## src/sv/clsr_pkg.sv

```systemverilog
`timescale 1ns / 1ps
// ----------------------------------------------------------------------------
// clsr_pkg
// Constants, types and control structs shared by the RNG controller and
// datapath.
// ----------------------------------------------------------------------------
package clsr_pkg;

  localparam int unsigned TableDepth = 32;
  localparam int unsigned SlotW      = $clog2(TableDepth);
  localparam int unsigned WarmExtra  = 8;
  localparam int unsigned WarmSteps  = TableDepth + WarmExtra;
  localparam int unsigned WarmW      = $clog2(WarmSteps);

  localparam int unsigned GenW  = 31;
  localparam int unsigned MulW  = 16;
  localparam int unsigned ProdW = GenW + MulW;
  localparam int unsigned FoldW = 8;

  localparam logic [GenW-1:0] ModA = 31'd2147483563;
  localparam logic [GenW-1:0] ModB = 31'd2147483399;
  localparam logic [MulW-1:0] MulA = 16'd40014;
  localparam logic [MulW-1:0] MulB = 16'd40692;
  // 2^31 mod ModA and 2^31 mod ModB
  localparam logic [FoldW-1:0] FoldA = 8'd85;
  localparam logic [FoldW-1:0] FoldB = 8'd249;

  localparam int unsigned TopOutInt  = 32'd2147483562;
  localparam int unsigned SlotDivInt = 1 + TopOutInt / TableDepth;
  localparam logic [GenW-1:0] TopOut  = GenW'(TopOutInt);
  localparam logic [GenW-1:0] SlotDiv = GenW'(SlotDivInt);

  localparam logic [GenW-1:0] SeedAReset = 31'd1;
  localparam logic [GenW-1:0] SeedBReset = 31'd123456789;

  typedef enum logic {
    KIND_DRAW = 1'b0,
    KIND_SEED = 1'b1
  } kind_e;

  typedef enum logic [2:0] {
    ST_IDLE,
    ST_SEED_MUL,
    ST_SEED_RED,
    ST_DRAW_RED,
    ST_DRAW_READ,
    ST_DRAW_OUT
  } ctrl_state_e;

  typedef struct packed {
    logic seed_load;
    logic warm_step;
    logic draw_red;
    logic mem_read;
    logic commit;
  } dp_cmd_t;

  typedef struct packed {
    logic warm_last;
    logic out_free;
  } dp_status_t;

endpackage

```

## src/sv/clsr_ctrl.sv

```systemverilog
`timescale 1ns / 1ps
// ----------------------------------------------------------------------------
// clsr_ctrl
// Sequencer for the RNG: reseed warm-up loop and the draw sequence.
// ----------------------------------------------------------------------------
module clsr_ctrl (
  input  logic                  clk_i,
  input  logic                  rst_ni,
  input  logic                  in_valid_i,
  input  logic                  kind_i,
  output logic                  in_ready_o,
  input  clsr_pkg::dp_status_t  status_i,
  output clsr_pkg::dp_cmd_t     cmd_o
);

  clsr_pkg::ctrl_state_e state_q, state_d;

  always_ff @(posedge clk_i or negedge rst_ni) begin
    if (!rst_ni) begin
      state_q <= clsr_pkg::ST_IDLE;
    end else begin
      state_q <= state_d;
    end
  end

  always_comb begin
    state_d    = state_q;
    cmd_o      = '0;
    in_ready_o = 1'b0;
    unique case (state_q)
      clsr_pkg::ST_IDLE: begin
        in_ready_o = 1'b1;
        if (in_valid_i) begin
          if (kind_i == clsr_pkg::KIND_SEED) begin
            cmd_o.seed_load = 1'b1;
            state_d         = clsr_pkg::ST_SEED_MUL;
          end else begin
            state_d = clsr_pkg::ST_DRAW_RED;
          end
        end
      end
      clsr_pkg::ST_SEED_MUL: begin
        state_d = clsr_pkg::ST_SEED_RED;
      end
      clsr_pkg::ST_SEED_RED: begin
        cmd_o.warm_step = 1'b1;
        state_d = status_i.warm_last ? clsr_pkg::ST_IDLE : clsr_pkg::ST_SEED_MUL;
      end
      clsr_pkg::ST_DRAW_RED: begin
        cmd_o.draw_red = 1'b1;
        state_d        = clsr_pkg::ST_DRAW_READ;
      end
      clsr_pkg::ST_DRAW_READ: begin
        cmd_o.mem_read = 1'b1;
        state_d        = clsr_pkg::ST_DRAW_OUT;
      end
      clsr_pkg::ST_DRAW_OUT: begin
        // wait for a free output register
        if (status_i.out_free) begin
          cmd_o.commit = 1'b1;
          state_d      = clsr_pkg::ST_IDLE;
        end
      end
      default: begin
        state_d = clsr_pkg::ST_IDLE;
      end
    endcase
  end

endmodule

```

## src/sv/clsr_dp.sv

```systemverilog
`timescale 1ns / 1ps
// ----------------------------------------------------------------------------
// clsr_dp
// Datapath: both generators with constant-modulus reduction, slot select by
// constant compares, shuffle table memory and the output register.
// ----------------------------------------------------------------------------
module clsr_dp (
  input  logic                         clk_i,
  input  logic                         rst_ni,
  input  logic [clsr_pkg::GenW-1:0]    seed_value_i,
  input  clsr_pkg::dp_cmd_t            cmd_i,
  output clsr_pkg::dp_status_t         status_o,
  output logic                         out_valid_o,
  input  logic                         out_ready_i,
  output logic [clsr_pkg::GenW-1:0]    random_value_o
);

  localparam int unsigned GenW  = clsr_pkg::GenW;
  localparam int unsigned ProdW = clsr_pkg::ProdW;
  localparam int unsigned SlotW = clsr_pkg::SlotW;
  localparam int unsigned WarmW = clsr_pkg::WarmW;
  localparam int unsigned Depth = clsr_pkg::TableDepth;

  // x*m mod p with p = 2^31 - f: fold the high part back in, then one subtract
  function automatic logic [GenW-1:0] mod_fold(
    input logic [ProdW-1:0]          prod,
    input logic [GenW-1:0]           modulus,
    input logic [clsr_pkg::FoldW-1:0] fold
  );
    logic [GenW:0] sum;
    sum = {1'b0, prod[GenW-1:0]}
        + ((GenW+1)'(prod[ProdW-1:GenW]) * (GenW+1)'(fold));
    if (sum >= {1'b0, modulus}) begin
      sum = sum - {1'b0, modulus};
    end
    return sum[GenW-1:0];
  endfunction

  logic [GenW-1:0]  fa_q, fb_q, last_q;
  logic [ProdW-1:0] prod_a_q, prod_b_q;
  logic [GenW-1:0]  red_a, red_b;
  logic [GenW-1:0]  seed_eff;

  logic [SlotW-1:0] slot;

  logic [WarmW-1:0] warm_cnt_q;
  logic             warm_in_table;

  logic [GenW-1:0]  mem [Depth];
  logic [Depth-1:0] vld_q;
  logic [GenW-1:0]  rd_raw_q;
  logic             rd_vld_q;
  logic [GenW-1:0]  rd_data;
  logic             mem_we;
  logic [SlotW-1:0] mem_wa;
  logic [GenW-1:0]  mem_wd;

  logic [GenW:0]    diff, wrap;
  logic [GenW-1:0]  y;

  logic             out_valid_q;
  logic [GenW-1:0]  out_data_q;

  // products are free-running; the sequencer reads them only once they are registered from settled fa/fb
  always_ff @(posedge clk_i) begin
    prod_a_q <= ProdW'(fa_q) * ProdW'(clsr_pkg::MulA);
    prod_b_q <= ProdW'(fb_q) * ProdW'(clsr_pkg::MulB);
  end

  assign red_a    = mod_fold(prod_a_q, clsr_pkg::ModA, clsr_pkg::FoldA);
  assign red_b    = mod_fold(prod_b_q, clsr_pkg::ModB, clsr_pkg::FoldB);
  assign seed_eff = (seed_value_i == '0) ? GenW'(1) : seed_value_i;

  always_ff @(posedge clk_i or negedge rst_ni) begin
    if (!rst_ni) begin
      fa_q <= clsr_pkg::SeedAReset;
      fb_q <= clsr_pkg::SeedBReset;
    end else if (cmd_i.seed_load) begin
      fa_q <= seed_eff;
      fb_q <= seed_eff;
    end else if (cmd_i.warm_step) begin
      fa_q <= red_a;
    end else if (cmd_i.draw_red) begin
      fa_q <= red_a;
      fb_q <= red_b;
    end
  end

  // warm-up counter: counts down, the last Depth values land in the table
  always_ff @(posedge clk_i or negedge rst_ni) begin
    if (!rst_ni) begin
      warm_cnt_q <= '0;
    end else if (cmd_i.seed_load) begin
      warm_cnt_q <= WarmW'(clsr_pkg::WarmSteps - 1);
    end else if (cmd_i.warm_step) begin
      warm_cnt_q <= warm_cnt_q - WarmW'(1);
    end
  end

  assign warm_in_table = (warm_cnt_q < WarmW'(Depth));

  // slot = last output / SlotDiv: count the constant multiples it reaches;
  // the highest threshold caps the slot at Depth-1
  always_comb begin
    slot = '0;
    for (int unsigned k = 1; k < Depth; k++) begin
      if ({1'b0, last_q} >= (GenW+1)'(k * clsr_pkg::SlotDivInt)) begin
        slot = SlotW'(k);
      end
    end
  end

  // shuffle table
  assign mem_we = (cmd_i.warm_step && warm_in_table) || cmd_i.commit;
  assign mem_wa = cmd_i.commit ? slot : warm_cnt_q[SlotW-1:0];
  assign mem_wd = cmd_i.commit ? fa_q : red_a;

  always_ff @(posedge clk_i) begin
    if (mem_we) begin
      mem[mem_wa] <= mem_wd;
    end
    if (cmd_i.mem_read) begin
      rd_raw_q <= mem[slot];
    end
  end

  // entries never written since reset read as zero
  always_ff @(posedge clk_i or negedge rst_ni) begin
    if (!rst_ni) begin
      vld_q    <= '0;
      rd_vld_q <= 1'b0;
    end else begin
      if (mem_we) begin
        vld_q[mem_wa] <= 1'b1;
      end
      if (cmd_i.mem_read) begin
        rd_vld_q <= vld_q[slot];
      end
    end
  end

  assign rd_data = rd_vld_q ? rd_raw_q : '0;

  // y = entry - second_gen, wrapped into 1..TopOut when not positive
  assign diff = {1'b0, rd_data} - {1'b0, fb_q};
  assign wrap = diff + {1'b0, clsr_pkg::TopOut};
  assign y    = (diff[GenW] || (diff == '0)) ? wrap[GenW-1:0] : diff[GenW-1:0];

  always_ff @(posedge clk_i or negedge rst_ni) begin
    if (!rst_ni) begin
      last_q <= '0;
    end else if (cmd_i.warm_step && (warm_cnt_q == '0)) begin
      last_q <= red_a;
    end else if (cmd_i.commit) begin
      last_q <= y;
    end
  end

  // output register
  always_ff @(posedge clk_i or negedge rst_ni) begin
    if (!rst_ni) begin
      out_valid_q <= 1'b0;
    end else if (cmd_i.commit) begin
      out_valid_q <= 1'b1;
    end else if (out_ready_i) begin
      out_valid_q <= 1'b0;
    end
  end

  always_ff @(posedge clk_i) begin
    if (cmd_i.commit) begin
      out_data_q <= y;
    end
  end

  assign out_valid_o    = out_valid_q;
  assign random_value_o = out_data_q;

  assign status_o.warm_last = (warm_cnt_q == '0);
  assign status_o.out_free  = !out_valid_q || out_ready_i;

endmodule

```

## src/sv/combined_lcg_shuffle_rng_unit.sv

```systemverilog
`timescale 1ns / 1ps
// ----------------------------------------------------------------------------
// combined_lcg_shuffle_rng_unit
// Combined two-modulus multiplicative generator with a 32-entry shuffle
// table. kind=0 draws one value in 1..2147483562; kind=1 reseeds and gives
// no result. One item is in flight at a time. A draw steps both generators,
// then does a registered table read at the slot picked from the previous
// output by a bank of constant compares, then commits the value to the
// output register, waiting while that register is still held. A reseed
// runs 40 warm-up steps of the first generator, each passing through the
// 16x31 multiplier and then the fold-and-subtract reduction. Draws before
// any reseed run from the reset state with an all-zero table.
// ----------------------------------------------------------------------------
module combined_lcg_shuffle_rng_unit (
  input  logic                       clk_i,
  input  logic                       rst_ni,
  input  logic                       in_valid_i,
  output logic                       in_ready_o,
  input  logic                       kind_i,
  input  logic [clsr_pkg::GenW-1:0]  seed_value_i,
  output logic                       out_valid_o,
  input  logic                       out_ready_i,
  output logic [clsr_pkg::GenW-1:0]  random_value_o
);

  clsr_pkg::dp_cmd_t    cmd;
  clsr_pkg::dp_status_t status;

  clsr_ctrl u_ctrl (
    .clk_i      (clk_i),
    .rst_ni     (rst_ni),
    .in_valid_i (in_valid_i),
    .kind_i     (kind_i),
    .in_ready_o (in_ready_o),
    .status_i   (status),
    .cmd_o      (cmd)
  );

  clsr_dp u_dp (
    .clk_i          (clk_i),
    .rst_ni         (rst_ni),
    .seed_value_i   (seed_value_i),
    .cmd_i          (cmd),
    .status_o       (status),
    .out_valid_o    (out_valid_o),
    .out_ready_i    (out_ready_i),
    .random_value_o (random_value_o)
  );

endmodule

```

## config.mk

```make
export PLATFORM = sky130hd
export DESIGN_NAME = combined_lcg_shuffle_rng_unit
export DESIGN_NICKNAME = d
export VERILOG_FILES = /design/src/sv/clsr_pkg.sv /design/src/sv/clsr_ctrl.sv /design/src/sv/clsr_dp.sv /design/src/sv/combined_lcg_shuffle_rng_unit.sv
export SDC_FILE = /design/constraint.sdc
export NUM_CORES = 2
export LEC_CHECK = 0
export BUFFER_PORTS_ARGS = -buffer_cell sky130_fd_sc_hd__buf_4
export CORE_MARGIN = 2
export CORE_UTILIZATION = 46
export CTS_CLUSTER_DIAMETER = 120
export CTS_CLUSTER_SIZE = 14
export DETAILED_ROUTE_END_ITERATION = 16
export SYNTH_ARGS = -nofsm -noshare
export SYNTH_HDL_FRONTEND = slang
export SYNTH_HIERARCHICAL = 1
export SYNTH_SLANG_ARGS = --single-unit
```

## constraint.sdc

```tcl
create_clock -name clk_i -period 8.8 [get_ports clk_i]
set_input_delay 1.76 -clock clk_i [delete_from_list [all_inputs] [get_ports clk_i]]
set_output_delay 1.76 -clock clk_i [all_outputs]
set_load 0.01 [all_outputs]
```

# After elaboration in Yosys (flattened, before gate mapping)
# Memory sizes are Yosys's and may differ from the RTL's. A register that Yosys moved wholly into a read port is not among the register bits.
# Cells that the tools add are included.
op_classes:
  n_addsub: 7
  multipliers: 4
  div: 0
  n_lt_le_gt_ge: 37
  n_eq_ne: 8
  n_shift: 0
  muxes: 70
  bitwise_logic: 1
  reduce_logical: 18
op_table:
  columns: ["op", "n"]
  rows:
  - ["$ge A31 B31 Y1 const B", 15]
  - ["$mux W31", 14]
  - ["$ge A31 B30 Y1 const B", 8]
  - ["$ge A31 B29 Y1 const B", 4]
  - ["$mux W5", 17]
  - ["$ge A32 B31 Y1 const B", 2]
  - ["$ge A31 B28 Y1 const B", 2]
  - ["$sub A31 B31 Y31 const B", 2]
  - ["$mul A31 B15 Y46 const B", 1]
  - ["$mul A31 B14 Y45 const B", 1]
  - ["$add A31 B23 Y32", 1]
  - ["$add A31 B24 Y32", 1]
  - ["$logic_not A32 Y1", 1]
  - ["$mux W4", 8]
  - ["$or A32 B32 Y32", 1]
  - ["$sub A31 B31 Y32", 1]
  - ["$add A31 B31 Y31 const B", 1]
  - ["$ge A31 B26 Y1 const B", 1]
  - ["$ge A31 B27 Y1 const B", 1]
  - ["$logic_not A31 Y1", 1]
  - ["$mul A16 B8 Y24 const B", 1]
  - ["$mul A16 B7 Y23 const B", 1]
  - ["$mux W3", 6]
  - ["$pmux W3 S6", 1]
  - ["21 further kinds", 53]
word_totals:
  regBits: 258
  latchBits: 0
  mem_bits_rw: 992
  rom_bits: 0
  inputBits: 36
  memories: 1
memory_table:
  columns: ["name", "words", "width", "read_ports", "rd_ports_with_merged_regs", "wr", "line_no", "text"]
  rows:
  - ["u_dp.mem", 32, 31, 1, 1, 1, "clsr_dp.sv:49", "logic [GenW-1:0] mem [Depth];"]

# Longest topological paths before layout
depth:
  ltp_word: 38
  mapped_depth: 23
  mapped_depth_nobuf: 23

# Modules after synthesis
# The synthesis kept the hierarchy.
modules_own_cells:
  columns: ["mod", "instances", "cells_each", "area_each_um2", "seq_area_each_um2"]
  rows:
  - ["clsr_dp", 1, 5894, 76850.0, 36821.6]
  - ["clsr_ctrl", 1, 23, 232.7, 75.1]

# Worst setup path after synthesis
# Ideal clock, no wire load.
synth_timing:
  path_type: "register to register"
  startpoint: "reg u_dp.prod_a_q[32]"
  endpoint: "mem u_dp.mem[0][0], data pin"
  arrival_time_ns: 6.551
  required_ns: 8.346
  setup_slack_ns: 1.795
  stages_incl_launch_ff: 19
  n_path_buf: 1
  period_less_slack_ns: 7.005
  cell_sequence: "dfxtp_1 -> ha_1 -> inv_1 -> fa_1 -> fa_1 -> inv_1 -> fa_1 -> ha_1 -> o21ai_0 -> o21bai_1 -> a211oi_2 -> o31a_1 -> o311ai_1 -> nand4_1 -> or4_1 -> o31ai_2 -> buf_2 -> xnor2_1 -> o21ai_0"
synth_via:
  elab_chain_len: 5
synth_lines:
  columns: ["item", "line_no", "text"]
  rows:
  - ["start: declaration", "clsr_dp.sv:40", "logic [ProdW-1:0] prod_a_q, prod_b_q;"]
  - ["start signal: assignment", "clsr_dp.sv:66", "prod_a_q <= ProdW'(fa_q) * ProdW'(clsr_pkg::MulA);"]
  - ["$mul A16 B7 Y23", "clsr_dp.sv:32", "+ ((GenW+1)'(prod[ProdW-1:GenW]) * (GenW+1)'(fold));"]
  - ["$add A31 B23 Y32", "clsr_dp.sv:32", null]
  - ["$ge A32 B31 Y1", "clsr_dp.sv:33", "if (sum >= {1'b0, modulus}) begin"]
  - ["$mux W31", "clsr_dp.sv:33", null]
  - ["$mux W31", "clsr_dp.sv:116", "assign mem_wd = cmd_i.commit ? fa_q : red_a;"]
  - ["via u_dp.mem_wd[0]", "clsr_dp.sv:56", "logic [GenW-1:0] mem_wd;"]
  - ["end: declaration", "clsr_dp.sv:49", null]
# The timed path passes the listed nets, and every way through them passes these cells.

# Worst setup path in the final report
layout_timing:
  startpoint: "reg u_dp.fb_q[6]"
  endpoint: "reg u_dp.prod_b_q[46]"
layout_via:
  elab_chain_len: 1
layout_lines:
  columns: ["item", "line_no", "text"]
  rows:
  - ["start: declaration", "clsr_dp.sv:39", "logic [GenW-1:0] fa_q, fb_q, last_q;"]
  - ["start signal: assignment", "clsr_dp.sv:77", "fb_q <= clsr_pkg::SeedBReset;"]
  - ["start signal: assignment", "clsr_dp.sv:85", "fb_q <= red_b;"]
  - ["$mul A31 B14 Y45", "clsr_dp.sv:67", "prod_b_q <= ProdW'(fb_q) * ProdW'(clsr_pkg::MulB);"]
  - ["end signal: assignment", "clsr_dp.sv:67", null]
  - ["end: declaration", "clsr_dp.sv:40", null]
# No other way between the ends.
# A chain may end at the register's enable or synchronous reset.

==> run metrics <==
fin crit share=89.7%; DIE AREA=0.171 sq mm; reg2reg end=u_dp/prod_b_q[46]; CP endpoint=u_dp/prod_b_q[46]; Worst slew margin=14.6%; chip width=413 microns; CP arrival=8.55 ns; share of the synthesized area in the top cell type=41.1%; Post-Syn Area=0.0771 sq mm; Post-Syn Nets=6883; final non-filler cell total=8229; CTS tree=done; Layout area overhead=8.45%; Total Nets Final=6936; Port Buffers=68; remaining global-route overflow=0; I/O pin cnt=69; setup ws final=0.907 ns; via count=47721; FF-to-FF setup slack=0.91 ns; drt pass-1 iters=5; setup TNS=0 ns; Hold Fails Final Rpt=0; slowest CP cell=a2111oi_0; H-tree level count=3; clock root cell=clkbuf_16; Yosys cell types=103; reg2reg path depth=22; setup bufs post-CTS=0; asr flop ratio synth=10.6%; Initial Utilization=46.2%; pre-CTS WS=0.892 ns; Synth area leader=edfxtp_1; vias in the first global route=47689; ratio of cells with drive above 1 in the final layout=8.11%; dpl hpwl=151000 microns; sequential area share after synthesis=47.9%; number of max-cap violations=0; DRT antenna net count=0; FMAX=127 MHz; Reg2Reg Launch Point=u_dp/fb_q[6]; crit start category=register; Yosys warnings=6; Inserted Clock Buffers=102; Synth Flop Type=edfxtp_1; post-synthesis register bit count=1281; CP max FO=8; Hold WC Path Type=reg2reg; CP Capture Type=register; Post-CTS Resized=0; Slew Limit Fails=0; Setup CP Type=reg2reg; CTS Hold Bufs=0; unrepaired setup endpoints after global routing=false; vias per inst=5.80; clk_lat worst skew=0.76 ns; clock sinks=1281; Finished Core Util=50.1%; DR WL/cell=26.4 microns; Hold Path Origin=u_dp/vld_q[26]; CP Data Required Time=9.45 ns; Clock Pin Slew Worst Setup and Hold Paths=0.08 ns; largest net degree at the start of global routing=139; final wirelength=217000 microns; Layout fillers=14426; initial antenna violation count=10; placed insts=8070; DIE HEIGHT=413 microns; Max clock buf depth=3; 1st-iter DRT viols=4075; status=finished clean; crit-path most repeated cell=fa_1; first-pass GRT wire length=320000 microns; worst clock skew=0.0616 ns; FP Rows=150; Placer Congestion=0.942; Post-synth EDFFs=1054; syn_area_per_cell=13.0 sq um; GRT Util Overall=25.6%; Crit path largest cell delay=0.74 ns; residual DRC count=0; Post-Synthesis Cells=5917; critical path, cell by cell=fa_1 > fa_1 > fa_1 > inv_1 > fa_1 > inv_1 > fa_1 > fa_1 > ha_1 > a21o_1 > a2111oi_0 > or2_2 > a21oi_1 > a2111oi_0 > o21ai_0 > o41ai_1 > buf_4 > o311ai_0 > a21oi_1 > o21ai_0 > a21oi_1 > xnor2_1; top post-synthesis cells by area=edfxtp_1 (41%), mux2i_1 (13%), fa_1 (12%); Critical Path Start=u_dp/fb_q[6]; area of the core=0.167 sq mm; # setup viols final=0; post-layout min period=7.89 ns; Worst-Margin Slew=1.25 ns
==> final cells by class <==
cell class / instances / area (sq um) / area share [%]
multi-input combinational: 3879 / 37700 / 45.1
sequential: 1281 / 36900 / 44.1
clock buffer: 146 / 2790 / 3.34
tap: 2204 / 2760 / 3.30
inverter: 551 / 2070 / 2.47
timing repair buffer: 155 / 1230 / 1.47
clock inverter: 8 / 179 / 0.214
antenna: 5 / 12.5 / 0.0150
==> layout by cell type, fill, tap and decap left out, types with 52 or more instances in the layout <==
cell type / instances
nand3_1: 84
a21o_1: 68
edfxtp_1: 1054
buf_4: 149
mux2i_1: 972
or2_2: 54
nor2_1: 171
dfrtp_1: 119
inv_1: 550
o21ai_0: 136
nand2_1: 199
nor3_1: 70
mux2_2: 57
xor2_1: 63
xnor2_1: 146
a21oi_1: 191
dfxtp_1: 91
clkbuf_16: 104
ha_1: 482
and2_1: 52
fa_1: 448
==> cells in the mapped netlist (all sizes together), types with 12 or more instances <==
library cell	number
a2111oi	16
a211o	13
a211oi	39
a21o	69
a21oi	197
a31oi	38
and2	53
and3	39
buf	82
clkbuf	124
dfrtp	119
dfstp	17
dfxtp	91
edfxtp	1054
fa	448
ha	482
inv	550
mux2	57
mux2i	972
nand2	200
nand2b	34
nand3	84
nand4	25
nor2	204
nor2b	23
nor3	75
nor4	30
o211ai	31
o21a	50
o21ai	146
o21bai	28
o22ai	12
o311ai	14
o31ai	21
or2	59
or3	29
or4	13
xnor2	147
xor2	63
==> worst max-delay path, delay by kind of cell, from the launching register on <==
family	cells	cell delay (ns)
buf+inv	3	0.35
fa+ha+maj	7	3.45
simple gates	1	0.23
compound gates	10	3.05
flops	1	0.56
xor+xnor	1	0.14
==> worst min path at each step <==
stage                                end  slack [ns]  depth (start not counted)
after global placement    u_dp/vld_q[26]        0.44                          1
after CTS                 u_dp/vld_q[26]        0.47                          1
after detailed placement  u_dp/vld_q[26]        0.45                          1
after global routing      u_dp/vld_q[13]        0.48                          1
after floorplan            u_dp/vld_q[2]        0.42                          2
final                     u_dp/vld_q[26]        0.47                          1
==> flip-flops by register name (all words and copies together), names as in the netlist <==
| name | count |
|---|---|
| u_dp/mem | 992 |
| u_dp/out_valid_o | 1 |
| u_dp/prod_a_q | 46 |
| u_dp/rd_raw_q | 31 |
| u_dp/fa_q | 31 |
| u_dp/last_q | 31 |
| u_dp/warm_cnt_q | 6 |
| u_ctrl/state_q | 3 |
| u_dp/fb_q | 31 |
| u_dp/vld_q | 32 |
| u_dp/rd_vld_q | 1 |
| u_dp/random_value_o | 31 |
| u_dp/prod_b_q | 45 |
==> layer usage <==
| layer | wire length, microns | vias to the layer above | GRT usage (%) |
|---|---|---|---|
| li1 | - | 21557 | - |
| met1 | 96300 | 24529 | 35.7 |
| met2 | 102000 | 1374 | 41.4 |
| met3 | 12600 | 261 | 3.84 |
| met4 | 6600 | 0 | 7.45 |
| met5 | 0 | - | 0 |
==> stage by stage <==
stage	cell area [sq um]	hold WS (ns)
after floorplan	77100	0.424
after global placement	80600	0.443
after detailed placement	80600	0.449
after CTS	83600	0.467
after global routing	83600	0.475
final	83600	0.467
==> kinds of logic after synthesis <==
| logic type | after synthesis | share of synthesized area (%) |
|---|---|---|
| muxes | 1029 | 13.5 |
| AOI/OAI and AO/OA | 803 | 7.01 |
| xor gates and xnor gates | 210 | 2.40 |
| buffers and inverters | 757 | 3.77 |
| and+or+nand+nor | 907 | 6.04 |
| DFF | 1281 | 47.9 |
| adders and majority gates | 930 | 19.5 |
Power is not shown: default switching activity piles up to over one toggle a cycle in this logic, so the estimate is an artifact.
